File: src/rtl/scancode_to_ascii_fifo_defines.svh
// ----------------------------------------------------------------------------
// Assertion macros for the scancode to ASCII buffer
// Shared concurrent assertion forms, all disabled while reset is asserted.
// ----------------------------------------------------------------------------
`ifndef SCANCODE_TO_ASCII_FIFO_DEFINES_SVH
`define SCANCODE_TO_ASCII_FIFO_DEFINES_SVH

// Whenever the antecedent holds, the consequent holds in the same cycle.
`define SCTA_ASSERT_SAME(label, clk, rst_n, ante, cons, msg) \
    label: assert property (@(posedge clk) disable iff (!rst_n) (ante) |-> (cons)) \
        else $error(msg);

// Whenever the antecedent holds, the consequent holds in the next cycle.
`define SCTA_ASSERT_NEXT(label, clk, rst_n, ante, cons, msg) \
    label: assert property (@(posedge clk) disable iff (!rst_n) (ante) |=> (cons)) \
        else $error(msg);

// The expression must never be true.
`define SCTA_ASSERT_NEVER(label, clk, rst_n, expr, msg) \
    label: assert property (@(posedge clk) disable iff (!rst_n) !(expr)) \
        else $error(msg);

`endif

File: src/rtl/scta_pkg.sv
// ----------------------------------------------------------------------------
// Scancode to ASCII package
// Scancode constants, key translation tables and shared types.
// ----------------------------------------------------------------------------
package scta_pkg;

    // Ring buffer size; one slot stays free to tell full from empty.
    localparam int BUFFER_DEPTH = 256;
    localparam int PTR_W        = $clog2(BUFFER_DEPTH);

    typedef enum logic {
        REQ_SCAN = 1'b0,
        REQ_POP  = 1'b1
    } req_kind_t;

    localparam logic [7:0] SC_PREFIX    = 8'hE0;
    localparam int         SC_BREAK_BIT = 7;
    localparam logic [6:0] SC_LSHIFT    = 7'h2A;
    localparam logic [6:0] SC_RSHIFT    = 7'h36;
    localparam logic [6:0] SC_CTRL      = 7'h1D;
    localparam logic [6:0] SC_ALT       = 7'h38;
    localparam logic [6:0] SC_CAPS      = 7'h3A;
    localparam logic [6:0] SC_KEY_C     = 7'h2E;
    localparam logic [6:0] SC_KEY_L     = 7'h26;

    localparam logic [6:0] CH_NUL     = 7'h00;
    localparam logic [6:0] CH_ETX     = 7'h03;
    localparam logic [6:0] CH_FF      = 7'h0C;
    localparam logic [6:0] CH_LOWER_A = 7'h61;
    localparam logic [6:0] CH_LOWER_Z = 7'h7A;
    localparam logic [6:0] CH_CASE    = 7'h20;

    typedef struct packed {
        logic       valid;
        logic [6:0] ch;
    } push_t;

    typedef struct packed {
        push_t push;
        logic  pop;
    } ring_cmd_t;

    function automatic logic is_letter(input logic [6:0] ch);
        is_letter = (ch >= CH_LOWER_A) && (ch <= CH_LOWER_Z);
    endfunction

    // Unshifted translation of a make code.
    function automatic logic [6:0] key_plain(input logic [6:0] key);
        case (key)
            7'h01: key_plain = 7'h1B;
            7'h02: key_plain = 7'h31;
            7'h03: key_plain = 7'h32;
            7'h04: key_plain = 7'h33;
            7'h05: key_plain = 7'h34;
            7'h06: key_plain = 7'h35;
            7'h07: key_plain = 7'h36;
            7'h08: key_plain = 7'h37;
            7'h09: key_plain = 7'h38;
            7'h0A: key_plain = 7'h39;
            7'h0B: key_plain = 7'h30;
            7'h0C: key_plain = 7'h2D;
            7'h0D: key_plain = 7'h3D;
            7'h0E: key_plain = 7'h08;
            7'h0F: key_plain = 7'h09;
            7'h10: key_plain = 7'h71;
            7'h11: key_plain = 7'h77;
            7'h12: key_plain = 7'h65;
            7'h13: key_plain = 7'h72;
            7'h14: key_plain = 7'h74;
            7'h15: key_plain = 7'h79;
            7'h16: key_plain = 7'h75;
            7'h17: key_plain = 7'h69;
            7'h18: key_plain = 7'h6F;
            7'h19: key_plain = 7'h70;
            7'h1A: key_plain = 7'h5B;
            7'h1B: key_plain = 7'h5D;
            7'h1C: key_plain = 7'h0A;
            7'h1E: key_plain = 7'h61;
            7'h1F: key_plain = 7'h73;
            7'h20: key_plain = 7'h64;
            7'h21: key_plain = 7'h66;
            7'h22: key_plain = 7'h67;
            7'h23: key_plain = 7'h68;
            7'h24: key_plain = 7'h6A;
            7'h25: key_plain = 7'h6B;
            7'h26: key_plain = 7'h6C;
            7'h27: key_plain = 7'h3B;
            7'h28: key_plain = 7'h27;
            7'h29: key_plain = 7'h60;
            7'h2B: key_plain = 7'h5C;
            7'h2C: key_plain = 7'h7A;
            7'h2D: key_plain = 7'h78;
            7'h2E: key_plain = 7'h63;
            7'h2F: key_plain = 7'h76;
            7'h30: key_plain = 7'h62;
            7'h31: key_plain = 7'h6E;
            7'h32: key_plain = 7'h6D;
            7'h33: key_plain = 7'h2C;
            7'h34: key_plain = 7'h2E;
            7'h35: key_plain = 7'h2F;
            7'h37: key_plain = 7'h2A;
            7'h39: key_plain = 7'h20;
            7'h4A: key_plain = 7'h2D;
            7'h4E: key_plain = 7'h2B;
            default: key_plain = CH_NUL;
        endcase
    endfunction

    // Shifted translation: symbols differ, letters go to upper case.
    function automatic logic [6:0] key_shift(input logic [6:0] key);
        logic [6:0] base;
        base = key_plain(key);
        case (key)
            7'h02: key_shift = 7'h21;
            7'h03: key_shift = 7'h40;
            7'h04: key_shift = 7'h23;
            7'h05: key_shift = 7'h24;
            7'h06: key_shift = 7'h25;
            7'h07: key_shift = 7'h5E;
            7'h08: key_shift = 7'h26;
            7'h09: key_shift = 7'h2A;
            7'h0A: key_shift = 7'h28;
            7'h0B: key_shift = 7'h29;
            7'h0C: key_shift = 7'h5F;
            7'h0D: key_shift = 7'h2B;
            7'h1A: key_shift = 7'h7B;
            7'h1B: key_shift = 7'h7D;
            7'h27: key_shift = 7'h3A;
            7'h28: key_shift = 7'h22;
            7'h29: key_shift = 7'h7E;
            7'h2B: key_shift = 7'h7C;
            7'h33: key_shift = 7'h3C;
            7'h34: key_shift = 7'h3E;
            7'h35: key_shift = 7'h3F;
            default: key_shift = is_letter(base) ? (base ^ CH_CASE) : base;
        endcase
    endfunction

endpackage

File: src/rtl/scta_if.sv
// ----------------------------------------------------------------------------
// Scancode to ASCII channel interfaces
// Request channel (scancode or pop) and character result channel.
// ----------------------------------------------------------------------------
interface scta_req_if;
    logic       valid;
    logic       ready;
    logic       req_type;
    logic [7:0] scan_byte;

    modport source (output valid, output req_type, output scan_byte, input ready);
    modport sink   (input valid, input req_type, input scan_byte, output ready);
endinterface

interface scta_char_if;
    logic       valid;
    logic       ready;
    logic [6:0] char_out;
    logic       got_char;

    modport source (output valid, output char_out, output got_char, input ready);
    modport sink   (input valid, input char_out, input got_char, output ready);
endinterface

File: src/rtl/scta_ram.sv
// ----------------------------------------------------------------------------
// Generic simple dual-port RAM
// One write port and one read port with a registered read.
// ----------------------------------------------------------------------------
module scta_ram #(
    parameter int WIDTH = 8,
    parameter int DEPTH = 16
) (
    input  logic                     clk,
    input  logic                     we,
    input  logic [$clog2(DEPTH)-1:0] waddr,
    input  logic [WIDTH-1:0]         wdata,
    input  logic                     re,
    input  logic [$clog2(DEPTH)-1:0] raddr,
    output logic [WIDTH-1:0]         rdata
);

    logic [WIDTH-1:0] mem [DEPTH];
    logic [WIDTH-1:0] rdata_reg;

    always_ff @(posedge clk)
    begin
        if (we)
        begin
            mem[waddr] <= wdata;
        end
        if (re)
        begin
            rdata_reg <= mem[raddr];
        end
    end

    assign rdata = rdata_reg;

endmodule

File: src/rtl/scta_decode.sv
// ----------------------------------------------------------------------------
// Scancode decoder
// Tracks prefix and modifier state and translates make codes to characters.
// ----------------------------------------------------------------------------
module scta_decode (
    input  logic          clk,
    input  logic          rst_n,
    input  logic          scan_valid,
    input  logic [7:0]    scan_byte,
    output scta_pkg::push_t push
);
    import scta_pkg::*;

    logic       prefix_reg, prefix_next;
    logic       shift_reg, shift_next;
    logic       ctrl_reg, ctrl_next;
    logic       caps_reg, caps_next;
    logic [6:0] key;
    logic [6:0] base;
    logic [6:0] shifted;
    logic [6:0] ch;

    always_comb
    begin
        prefix_next = prefix_reg;
        shift_next  = shift_reg;
        ctrl_next   = ctrl_reg;
        caps_next   = caps_reg;
        key         = scan_byte[6:0];
        base        = key_plain(key);
        shifted     = key_shift(key);
        ch          = CH_NUL;
        if (scan_valid)
        begin
            if (scan_byte == SC_PREFIX)
            begin
                prefix_next = 1'b1;
            end
            else if (prefix_reg)
            begin
                // The byte after a prefix is dropped without side effects.
                prefix_next = 1'b0;
            end
            else if (scan_byte[SC_BREAK_BIT])
            begin
                if (key == SC_LSHIFT || key == SC_RSHIFT)
                begin
                    shift_next = 1'b0;
                end
                else if (key == SC_CTRL)
                begin
                    ctrl_next = 1'b0;
                end
            end
            else if (key == SC_LSHIFT || key == SC_RSHIFT)
            begin
                shift_next = 1'b1;
            end
            else if (key == SC_CTRL)
            begin
                ctrl_next = 1'b1;
            end
            else if (key == SC_ALT)
            begin
                // Alt is consumed and has no effect.
            end
            else if (key == SC_CAPS)
            begin
                caps_next = !caps_reg;
            end
            else if (ctrl_reg)
            begin
                if (key == SC_KEY_C)
                begin
                    ch = CH_ETX;
                end
                else if (key == SC_KEY_L)
                begin
                    ch = CH_FF;
                end
            end
            else if (is_letter(base))
            begin
                ch = (shift_reg ^ caps_reg) ? shifted : base;
            end
            else
            begin
                ch = shift_reg ? shifted : base;
            end
        end
        push.valid = (ch != CH_NUL);
        push.ch    = ch;
    end

    always_ff @(posedge clk or negedge rst_n)
    begin
        if (!rst_n)
        begin
            prefix_reg <= 1'b0;
            shift_reg  <= 1'b0;
            ctrl_reg   <= 1'b0;
            caps_reg   <= 1'b0;
        end
        else
        begin
            prefix_reg <= prefix_next;
            shift_reg  <= shift_next;
            ctrl_reg   <= ctrl_next;
            caps_reg   <= caps_next;
        end
    end

endmodule

File: src/rtl/scta_ring.sv
// ----------------------------------------------------------------------------
// Character ring buffer
// Read and write pointers over a RAM, with the registered pop result.
// ----------------------------------------------------------------------------
`include "scancode_to_ascii_fifo_defines.svh"

module scta_ring (
    input  logic                clk,
    input  logic                rst_n,
    input  scta_pkg::ring_cmd_t cmd,
    output logic                pop_ok,
    scta_char_if.source         rsp
);
    import scta_pkg::*;

    localparam logic [PTR_W-1:0] LAST_IDX = PTR_W'(BUFFER_DEPTH - 1);

    logic [PTR_W-1:0] wptr_reg, wptr_next;
    logic [PTR_W-1:0] rptr_reg, rptr_next;
    logic [PTR_W-1:0] wptr_inc;
    logic [PTR_W-1:0] rptr_inc;
    logic             out_valid_reg, out_valid_next;
    logic             got_reg, got_next;
    logic             empty;
    logic             full;
    logic             pop_fire;
    logic             ram_we;
    logic             ram_re;
    logic [6:0]       ram_rdata;

    function automatic logic [PTR_W-1:0] ptr_inc(input logic [PTR_W-1:0] ptr);
        ptr_inc = (ptr == LAST_IDX) ? '0 : ptr + 1'b1;
    endfunction

    always_comb
    begin
        wptr_inc = ptr_inc(wptr_reg);
        rptr_inc = ptr_inc(rptr_reg);
        empty    = (wptr_reg == rptr_reg);
        full     = (wptr_inc == rptr_reg);
        pop_ok   = !out_valid_reg || rsp.ready;
        pop_fire = cmd.pop && pop_ok;
        ram_we   = cmd.push.valid && !full;
        ram_re   = pop_fire && !empty;

        wptr_next = ram_we ? wptr_inc : wptr_reg;
        rptr_next = ram_re ? rptr_inc : rptr_reg;

        if (pop_fire)
        begin
            out_valid_next = 1'b1;
        end
        else if (rsp.ready)
        begin
            out_valid_next = 1'b0;
        end
        else
        begin
            out_valid_next = out_valid_reg;
        end
        got_next = pop_fire ? !empty : got_reg;
    end

    scta_ram #(
        .WIDTH (7),
        .DEPTH (BUFFER_DEPTH)
    ) u_store (
        .clk   (clk),
        .we    (ram_we),
        .waddr (wptr_reg),
        .wdata (cmd.push.ch),
        .re    (ram_re),
        .raddr (rptr_reg),
        .rdata (ram_rdata)
    );

    always_ff @(posedge clk or negedge rst_n)
    begin
        if (!rst_n)
        begin
            wptr_reg      <= '0;
            rptr_reg      <= '0;
            out_valid_reg <= 1'b0;
        end
        else
        begin
            wptr_reg      <= wptr_next;
            rptr_reg      <= rptr_next;
            out_valid_reg <= out_valid_next;
        end
    end

    always_ff @(posedge clk)
    begin
        got_reg <= got_next;
    end

    assign rsp.valid    = out_valid_reg;
    assign rsp.got_char = got_reg;
    assign rsp.char_out = got_reg ? ram_rdata : CH_NUL;

    `SCTA_ASSERT_NEVER(a_ptr_range, clk, rst_n,
        (wptr_reg > LAST_IDX) || (rptr_reg > LAST_IDX),
        "ring pointer beyond buffer depth")
    `SCTA_ASSERT_NEVER(a_no_rw_clash, clk, rst_n, ram_we && ram_re,
        "push and pop in the same cycle")
    `SCTA_ASSERT_NEXT(a_pop_hit, clk, rst_n, pop_fire && !empty,
        out_valid_reg && got_reg, "pop of a filled ring gave no character")
    `SCTA_ASSERT_NEXT(a_pop_miss, clk, rst_n, pop_fire && empty,
        out_valid_reg && !got_reg && $stable(rptr_reg),
        "pop of an empty ring moved the read pointer")

endmodule

File: src/rtl/scancode_to_ascii_fifo.sv
// ----------------------------------------------------------------------------
// Scancode set 1 to ASCII converter with character buffer
// Decodes keyboard bytes into characters, buffers them and serves pops.
// ----------------------------------------------------------------------------
// The block takes one transaction per clock cycle on the request channel
// unless a pop waits in the input register: either a raw set 1 scancode
// byte or a request to pop one character. A transaction is first captured
// in an input register; in the next cycle the decoder updates the prefix,
// shift, ctrl and caps lock flags and, for a key that yields a character,
// writes it into the ring buffer RAM. A pop reads the RAM at the read pointer
// when it leaves the input register, and its result appears on the response
// channel from the RAM read register and a valid flag, where it is held until
// taken. Scancode transactions produce no response and never stall. A
// pop waits in the input register only while the previous pop result has not
// yet been taken, which is the one point where response backpressure reaches
// the request side. The buffer holds up to BUFFER_DEPTH-1 characters; further
// pushes are dropped. After reset the buffer is empty at once, with no
// clearing pass, since the pointers alone mark which entries hold data.
// ----------------------------------------------------------------------------
module scancode_to_ascii_fifo (
    input  logic      clk,
    input  logic      rst_n,
    scta_req_if.sink  req,
    scta_char_if.source rsp
);
    import scta_pkg::*;

    logic            in_valid_reg, in_valid_next;
    req_kind_t       in_type_reg;
    logic [7:0]      in_byte_reg;
    logic            in_fire;
    logic            stage_fire;
    logic            scan_valid;
    logic            pop_ok;
    push_t           push;
    ring_cmd_t       cmd;

    // A scancode always leaves the input register; a pop leaves it only when
    // the result register is free or being emptied in this cycle.
    always_comb
    begin
        stage_fire = in_valid_reg && ((in_type_reg != REQ_POP) || pop_ok);
        req.ready  = !in_valid_reg || stage_fire;
        in_fire    = req.valid && req.ready;
        if (in_fire)
        begin
            in_valid_next = 1'b1;
        end
        else if (stage_fire)
        begin
            in_valid_next = 1'b0;
        end
        else
        begin
            in_valid_next = in_valid_reg;
        end
        scan_valid = in_valid_reg && (in_type_reg == REQ_SCAN);
        cmd.push   = push;
        cmd.pop    = in_valid_reg && (in_type_reg == REQ_POP);
    end

    always_ff @(posedge clk or negedge rst_n)
    begin
        if (!rst_n)
        begin
            in_valid_reg <= 1'b0;
        end
        else
        begin
            in_valid_reg <= in_valid_next;
        end
    end

    always_ff @(posedge clk)
    begin
        if (in_fire)
        begin
            in_type_reg <= req_kind_t'(req.req_type);
            in_byte_reg <= req.scan_byte;
        end
    end

    // Flag tracking and translation; at most one character per byte.
    scta_decode u_decode (
        .clk        (clk),
        .rst_n      (rst_n),
        .scan_valid (scan_valid),
        .scan_byte  (in_byte_reg),
        .push       (push)
    );

    // Ring buffer, RAM and the response register.
    scta_ring u_ring (
        .clk    (clk),
        .rst_n  (rst_n),
        .cmd    (cmd),
        .pop_ok (pop_ok),
        .rsp    (rsp)
    );

endmodule

File: src/flat_wrapper.sv
// flat-port wrapper written by rule: the top's interface ports become plain ports
module scancode_to_ascii_fifo_flat import scta_pkg::*;
  (clk, rst_n, req_valid, req_req_type, req_scan_byte, req_ready, rsp_valid, rsp_char_out, rsp_got_char, rsp_ready);
  scta_req_if req_i ();
  scta_char_if rsp_i ();
  input  logic clk;
  input  logic rst_n;
  input wire logic [$bits(req_i.valid)-1:0] req_valid;
  input wire logic [$bits(req_i.req_type)-1:0] req_req_type;
  input wire logic [$bits(req_i.scan_byte)-1:0] req_scan_byte;
  output wire logic [$bits(req_i.ready)-1:0] req_ready;
  output wire logic [$bits(rsp_i.valid)-1:0] rsp_valid;
  output wire logic [$bits(rsp_i.char_out)-1:0] rsp_char_out;
  output wire logic [$bits(rsp_i.got_char)-1:0] rsp_got_char;
  input wire logic [$bits(rsp_i.ready)-1:0] rsp_ready;
  assign req_i.valid = req_valid;
  assign req_i.req_type = req_req_type;
  assign req_i.scan_byte = req_scan_byte;
  assign req_ready = req_i.ready;
  assign rsp_valid = rsp_i.valid;
  assign rsp_char_out = rsp_i.char_out;
  assign rsp_got_char = rsp_i.got_char;
  assign rsp_i.ready = rsp_ready;
  scancode_to_ascii_fifo u_core (.clk(clk), .rst_n(rst_n), .req(req_i), .rsp(rsp_i));
endmodule
File: config.mk
export PLATFORM = sky130hd
export DESIGN_NAME = scancode_to_ascii_fifo_flat
export DESIGN_NICKNAME = d
export VERILOG_FILES = /design/src/rtl/scta_pkg.sv /design/src/rtl/scta_if.sv /design/src/rtl/scta_ram.sv /design/src/rtl/scta_decode.sv /design/src/rtl/scta_ring.sv /design/src/rtl/scancode_to_ascii_fifo.sv /design/src/flat_wrapper.sv
export VERILOG_INCLUDE_DIRS = /design/src /design/src/rtl
export SDC_FILE = /design/constraint.sdc
export NUM_CORES = 2
export LEC_CHECK = 0
export ABC_CLOCK_PERIOD_IN_PS = 14200
export BUFFER_PORTS_ARGS = -buffer_cell sky130_fd_sc_hd__buf_2
export CORE_ASPECT_RATIO = 0.5
export CORE_MARGIN = 2
export CORE_UTILIZATION = 34
export DETAILED_ROUTE_END_ITERATION = 8
export PLACE_DENSITY = 0.61
export SYNTH_ARGS = -nofsm -noshare
export SYNTH_HDL_FRONTEND = slang
export SYNTH_SLANG_ARGS = --single-unit
File: constraint.sdc
create_clock -name clk -period 14.2 [get_ports clk]
set_input_delay 2.84 -clock clk [delete_from_list [all_inputs] [get_ports clk]]
set_output_delay 2.84 -clock clk [all_outputs]
set_load 0.02 [all_outputs]
### After elaboration in Yosys (flattened, before gate mapping)

Memories as Yosys holds them, arrays and structs flattened. A register that Yosys moved wholly into a read port is not among the register bits.
Cells that the tools add are included.

| storage, ports and cells | value |
|---|---|
| memories kept | 3 |
| memory bits (read-only) | 1792 |
| word-level logic and storage cells | 122 |
| RAM bits | 1792 |
| input port bits | 13 |
| output and inout bits | 10 |
| latch bits | 0 |
| register bits | 32 |

| cells by class | value |
|---|---|
| $add $sub $neg | 2 |
| equality and inequality tests | 33 |
| bitwise operators | 9 |
| reductions and logical operators | 24 |
| div/mod/pow operators | 0 |
| shift operators | 0 |
| magnitude comparators | 4 |
| multipliers | 0 |
| muxes and demuxes | 36 |

Memories:

| name | depth | width | read ports | clocked after memory_dff | wr ports | RTL line | RTL |
|---|---|---|---|---|---|---|---|
| u_core.u_ring.u_store.mem | 256 | 7 | 1 | 1 | 1 | scta_ram.sv:18 | `logic [WIDTH-1:0] mem [DEPTH];` |
| (no name shown) | 128 | 7 | 1 | 1 | 0 | scta_pkg.sv:49 | `case (key)` |
| (no name shown) | 128 | 7 | 1 | 1 | 0 | scta_pkg.sv:49 |  |

Operators by type and width:

| cell | count |
|---|---|
| case mux 7 bit (21 select lines) | 1 |
| two-way mux 7 bit | 15 |
| equality test 7 x 6 -> 1 bit (second input constant) | 13 |
| equality test 7 x 4 -> 1 bit (second input constant) | 6 |
| equality test 7 x 3 -> 1 bit (second input constant) | 4 |
| equality test 8 bit (second input constant) | 3 |
| equality test 7 x 5 -> 1 bit (second input constant) | 3 |
| adder 8 x 1 -> 8 bit (second input constant) | 2 |
| equality test 8 bit | 2 |
| two-way mux 8 bit | 2 |
| two-way mux 1 bit | 15 |
| equality test 7 x 2 -> 1 bit (second input constant) | 2 |
| >= comparator 7 bit (second input constant) | 2 |
| <= comparator 7 bit (second input constant) | 2 |
| logical AND 1 bit | 9 |
| two-way mux 4 bit | 2 |
| inverter 1 bit | 8 |
| AND reduction 8 bit | 1 |
| nonzero test 7 bit | 1 |
| two-way mux 6 bit | 1 |
| zero test 1 bit | 5 |
| AND reduction 5 bit | 1 |
| logical OR 1 bit | 4 |
| AND reduction 4 bit | 1 |
| other kinds (2) | 3 |

### Depth between registers and ports, before layout

| logic depth | value |
|---|---|
| depth in word-level cells | 19 |
| gate-level depth with buffers | 14 |
| gate-level depth less buffers | 10 |

### Modules after synthesis

From an unflattened synthesis, not the netlist that was laid out.

| second synthesis, totals | value |
|---|---|
| cell total of the unflattened synthesis | 3809 |
| area, all modules | 74004.7 um2 |

By module, submodules not included:

| module | sequential area each (um2) | area an instance (um2) | cells an instance | times used |
|---|---|---|---|---|
| scta_ram | 54021.8 | 70267.4 | 3381 | 1 |
| scta_decode | 100.1 | 1939.4 | 260 | 1 |
| scta_ring | 455.4 | 1453.9 | 153 | 1 |
| scancode_to_ascii_fifo | 295.3 | 344.1 | 15 | 1 |

### Worst setup path before layout

Ideal clock, no wire load.

| path | value |
|---|---|
| kind | register -> register |
| start point | register u_core.u_decode.base[0] (netlist name) |
| end point | memory u_core.u_ring.u_store.mem[0][5] (data pin) |
| period minus slack after synthesis | 14.986 ns |
| slack | -0.786 ns |
| data arrival time | 12.547 ns |
| required time | 11.760 ns |
| library setup time | 2.440 ns |
| buffers on the path | 0 |
| stages on the path, launching flop included | 6 |
| cell sequence | dfxtp_1 -> a21oi_1 -> a2bb2oi_1 -> a41oi_1 -> or2_2 -> a311oi_1 |

RTL lines:

| item | RTL line |
|---|---|
| end, declared | scta_ram.sv:18 |

==> results.md <==
* Die H at 332.5 um
* Clk root buf: clkbuf_16
* Starting density of the core at between 30% and 40%
* Power after layout at approximately 14,000 uW
* Max_cap viols at 0
* First-pass DRT Iterations at 7
* Worst Path Max Fanout at 94
* Via-per-instance ratio at approximately 5.5
* Final Hold Vio Count at 0
* Max FFs per register at 1,792
* Grt total ovfl at 0
* # fillers at 18,760
* CP Launch Type: register
* DIE AREA at 219,800 um^2
* Worst reg2reg path depth at 10
* Final Setup Violations at 0
* Via count at 35,400
* Main flop type after synthesis: edfxtp_1
* Switching part of the total power at 28.45%
* Min Tclk post-route at ~6.6 ns
* CP Class: register to register
* Slew Limit Fails at 0
* Largest net degree at the start of global routing at 192
* Largest family of logic cells by synthesized area: multiplexers
* Clock share of power at between 30 and 40%
* Final period util at between 40 and 50%
* Worst Setup EP: u_core.u_ring.u_store.mem[236][3]
* Cell count after synthesis at 3,357
* Syn-to-layout area delta at 12.17%
* Area share of fa/ha/maj cells after synthesis at less than 1%
* WP data required at about 15 ns
* H-tree depth at 4
* HP Class: register to register
* Comb power frac at a little under a quarter
* #FFs+latches synth at 1,838
* Cell Pwr Density at between 150 and 200 nW/um^2
* Vias in the first global route at 35,580
* Placer Congestion at between 0.8 and 0.9
* Unique masters post-synth at 72
* R2R Setup Slk at about 7.6 ns
* Crit Reg-Reg Endpoint: u_core.u_ring.u_store.mem[236][3]
* First-pass GRT wire length at 259,800 um
* Layout net count at between 3,000 and 4,000
* Peak supply drop at around 170 uV
* Synth async-reset ratio at 1.197%
* Die Wd at approximately 660 um
* Switching power at between 3000 and 4000 uW
* Critical Path AT at approximately 7.0 ns
* PostCTS Resize Cnt at 0
* Post-CTS Hold Buffers at 0
* Synth Area in XOR/XNOR at less than 1%
* Yosys top cell by area: edfxtp_1
* Core ar. at approximately 210,000 um^2
* RSZ-0062 raised after global routing: false
* Synth Area in Compound Gates at 1.390%
* Gr usage total at 16.08%
* Cell area after synthesis at 73,390 um^2
* Sink Count at 1,838
* Worst r2r src: u_core.in_byte_reg[3]
* Clock Pin Slew Worst Setup and Hold Paths at 0.06 ns
* Top cell type's share of synthesized area at about three quarters
* Multi-input gate area at ~17,000 um^2
* Sequential area share after synthesis at roughly three quarters
* Port bufs at 22
* Clock Path Buffers at 3
* Largest cells by area after synthesis: edfxtp_1, mux4_2, nor3_1, dfrtp_1, clkbuf_1
* CTS tree: done
* Avg Cell Area, Syn at roughly 22 um^2
* Syn_nets at 3,385
* Run status: finished clean
* Clock Skews at 0.02800 ns
* EDFF count, synth at around 1,800
* CP endpoint kind: register
* Leak at between 0.02 and 0.025 uW
* Setup_tns at 0 ns
* Rel. slew slack at 9.121%
* YS warnings at 0
* Hpwl dp at roughly 100,000 um
* Worst-Margin Slew at around 1.4 ns
* Site row count at between 100 and 150
* Reg with most FFs: u_core.u_ring.u_store.mem
* Postcts setup bufs at 0
* Drt initial violations at 4,430
* Register Area at about 55,000 um^2
* Worst skew pair latency at about 0.81 ns
* Sequential share of power at roughly 45%
* Mux cell area share after synthesis at between 15 and 20%
* DR WL/cell at ~28 um
* Post-Synth Simple-Gate Area at 3.209%
* DRC Markers at 0
* Internal cell power at slightly below 10,000 uW
* IO Pins at 23
* Layout cell share with drive strength beyond 1 at a little over a quarter
* ANT nets after route at 0
* CTS Buf Count at 173
* Worst setup startpoint: u_core.in_byte_reg[3]
* Post-Route WL at approximately 180,000 um
* Initial antenna violation count at 7
* Fmax at 0.1520 GHz
==> placed cells by master, fill, tap and decap left out, types with 5 or more instances in the layout <==
| cell | instances |
|---|---|
| nor2b_1 | 8 |
| a211oi_1 | 5 |
| o211ai_1 | 10 |
| nand2_1 | 66 |
| nor4_1 | 17 |
| edfxtp_1 | 1809 |
| clkbuf_16 | 177 |
| nor2_1 | 49 |
| buf_4 | 71 |
| and3_1 | 5 |
| mux2i_1 | 10 |
| nand2_2 | 7 |
| a31oi_1 | 13 |
| clkinv_1 | 30 |
| mux2_2 | 5 |
| clkbuf_1 | 45 |
| xnor2_1 | 14 |
| and2_1 | 12 |
| nand2b_1 | 6 |
| inv_1 | 22 |
| a21oi_1 | 19 |
| nor3_1 | 234 |
| dfxtp_1 | 7 |
| mux4_2 | 590 |
| nand3_1 | 24 |
| buf_2 | 22 |
| ha_1 | 15 |
| xor2_1 | 10 |
| inv_6 | 6 |
| clkinv_2 | 26 |
| bufinv_16 | 12 |
| o21ai_0 | 26 |
| nand4_1 | 12 |
| buf_12 | 6 |
| a22oi_1 | 13 |
| dfrtp_1 | 16 |
==> power groups by stage <==
stage          Sequential (uW)  Combinational, uW  Clock [uW]
2_1_floorplan             6120               2050           0
3_3_place_gp              6230               3110           0
3_5_place_dp              6230               3110           0
4_1_cts                   6110               3110        4580
5_1_grt                   6120               3220        4780
6_report                  6110               3110        4500
==> cells by family (layout without fill, tap and decap cells) <==
family,count (synthesis),after routing
xor gates and xnor gates,24,24
and+or+nand+nor,469,469
muxes,609,609
other,0,1
buffers and inverters,258,431
adders and majority gates,15,15
AOI/OAI and AO/OA,144,144
DFF,1838,1838
==> critical path, stage by stage (launching register included) <==
cell,delay (ns)
edfxtp_1,0.92
and3b_1,0.29
o21ai_0,0.39
nand4_1,0.47
a311oi_4,0.40
buf_4,0.76
a211o_1,0.43
o21ai_4,0.10
buf_4,0.46
buf_4,0.66
nor3_1,1.02
==> how the worst min path moves through the flow <==
stage                                     startpoint                         end  cells after the start
after floorplan           u_core.u_decode.prefix_reg  u_core.u_decode.prefix_reg                      2
after global placement    u_core.u_decode.prefix_reg  u_core.u_decode.prefix_reg                      2
after detailed placement    u_core.u_decode.caps_reg    u_core.u_decode.caps_reg                      1
after CTS                   u_core.u_decode.caps_reg    u_core.u_decode.caps_reg                      1
after global routing        u_core.u_decode.caps_reg    u_core.u_decode.caps_reg                      1
final                       u_core.u_decode.caps_reg    u_core.u_decode.caps_reg                      1
==> synthesized netlist by cell type, types with 7 or more instances <==
master and instances:
a21oi_1 21, a22oi_1 13, a31oi_1 14, and2_1 12, buf_1 26, buf_2 58
buf_4 17, clkbuf_1 133, dfrtp_1 22, dfxtp_1 7, edfxtp_1 1809, ha_1 15
inv_1 23, mux2i_1 11, mux4_2 590, nand2_1 73, nand3_1 24, nand4_1 12
nor2_1 49, nor2b_1 8, nor3_1 234, nor4_1 20, o211ai_1 10, o21ai_0 26
xnor2_1 14, xor2_1 10
==> layer usage <==
metal  part of all wire [%]  vias to the layer above  routed length [um]  track usage [%]
met5                  0.012                        -                  22                0
met4                    2.7                        4                4720            4.876
met3                    8.0                      256               14250            3.313
met2                     47                     1680               83860            25.02
met1                     42                    19040               75260            22.84
li1                       -                    14420                   -                -
==> final cells by class <==
type / count / area share, %
diodes: 1 / 0.003040
clock buffers: 224 / 5.619
clock inverters: 84 / 0.9712
inverters: 23 / 0.1049
multi-input cells: 1261 / 21.16
flip-flops and latches: 1838 / 66.85
well taps: 2867 / 4.358
repair buffers: 100 / 0.9332
==> stage by stage <==
step / hold WS [ns] / setup WS [ns] / cells / util, % / cell area (um^2)
6_report: 0.5066 / 7.620 / 6398 / 38.42 / 82320
5_1_grt: 0.5663 / 7.114 / 6397 / 38.42 / 82320
4_1_cts: 0.5067 / 7.541 / 6396 / 38.42 / 82310
3_5_place_dp: 0.4992 / 7.534 / 6088 / 35.89 / 76890
3_3_place_gp: 0.4886 / 7.729 / 6088 / 35.89 / 76890
2_1_floorplan: 0.4641 / 0.004620 / 3357 / - / 73400
Note: power is estimated with default switching activity, not from simulation.
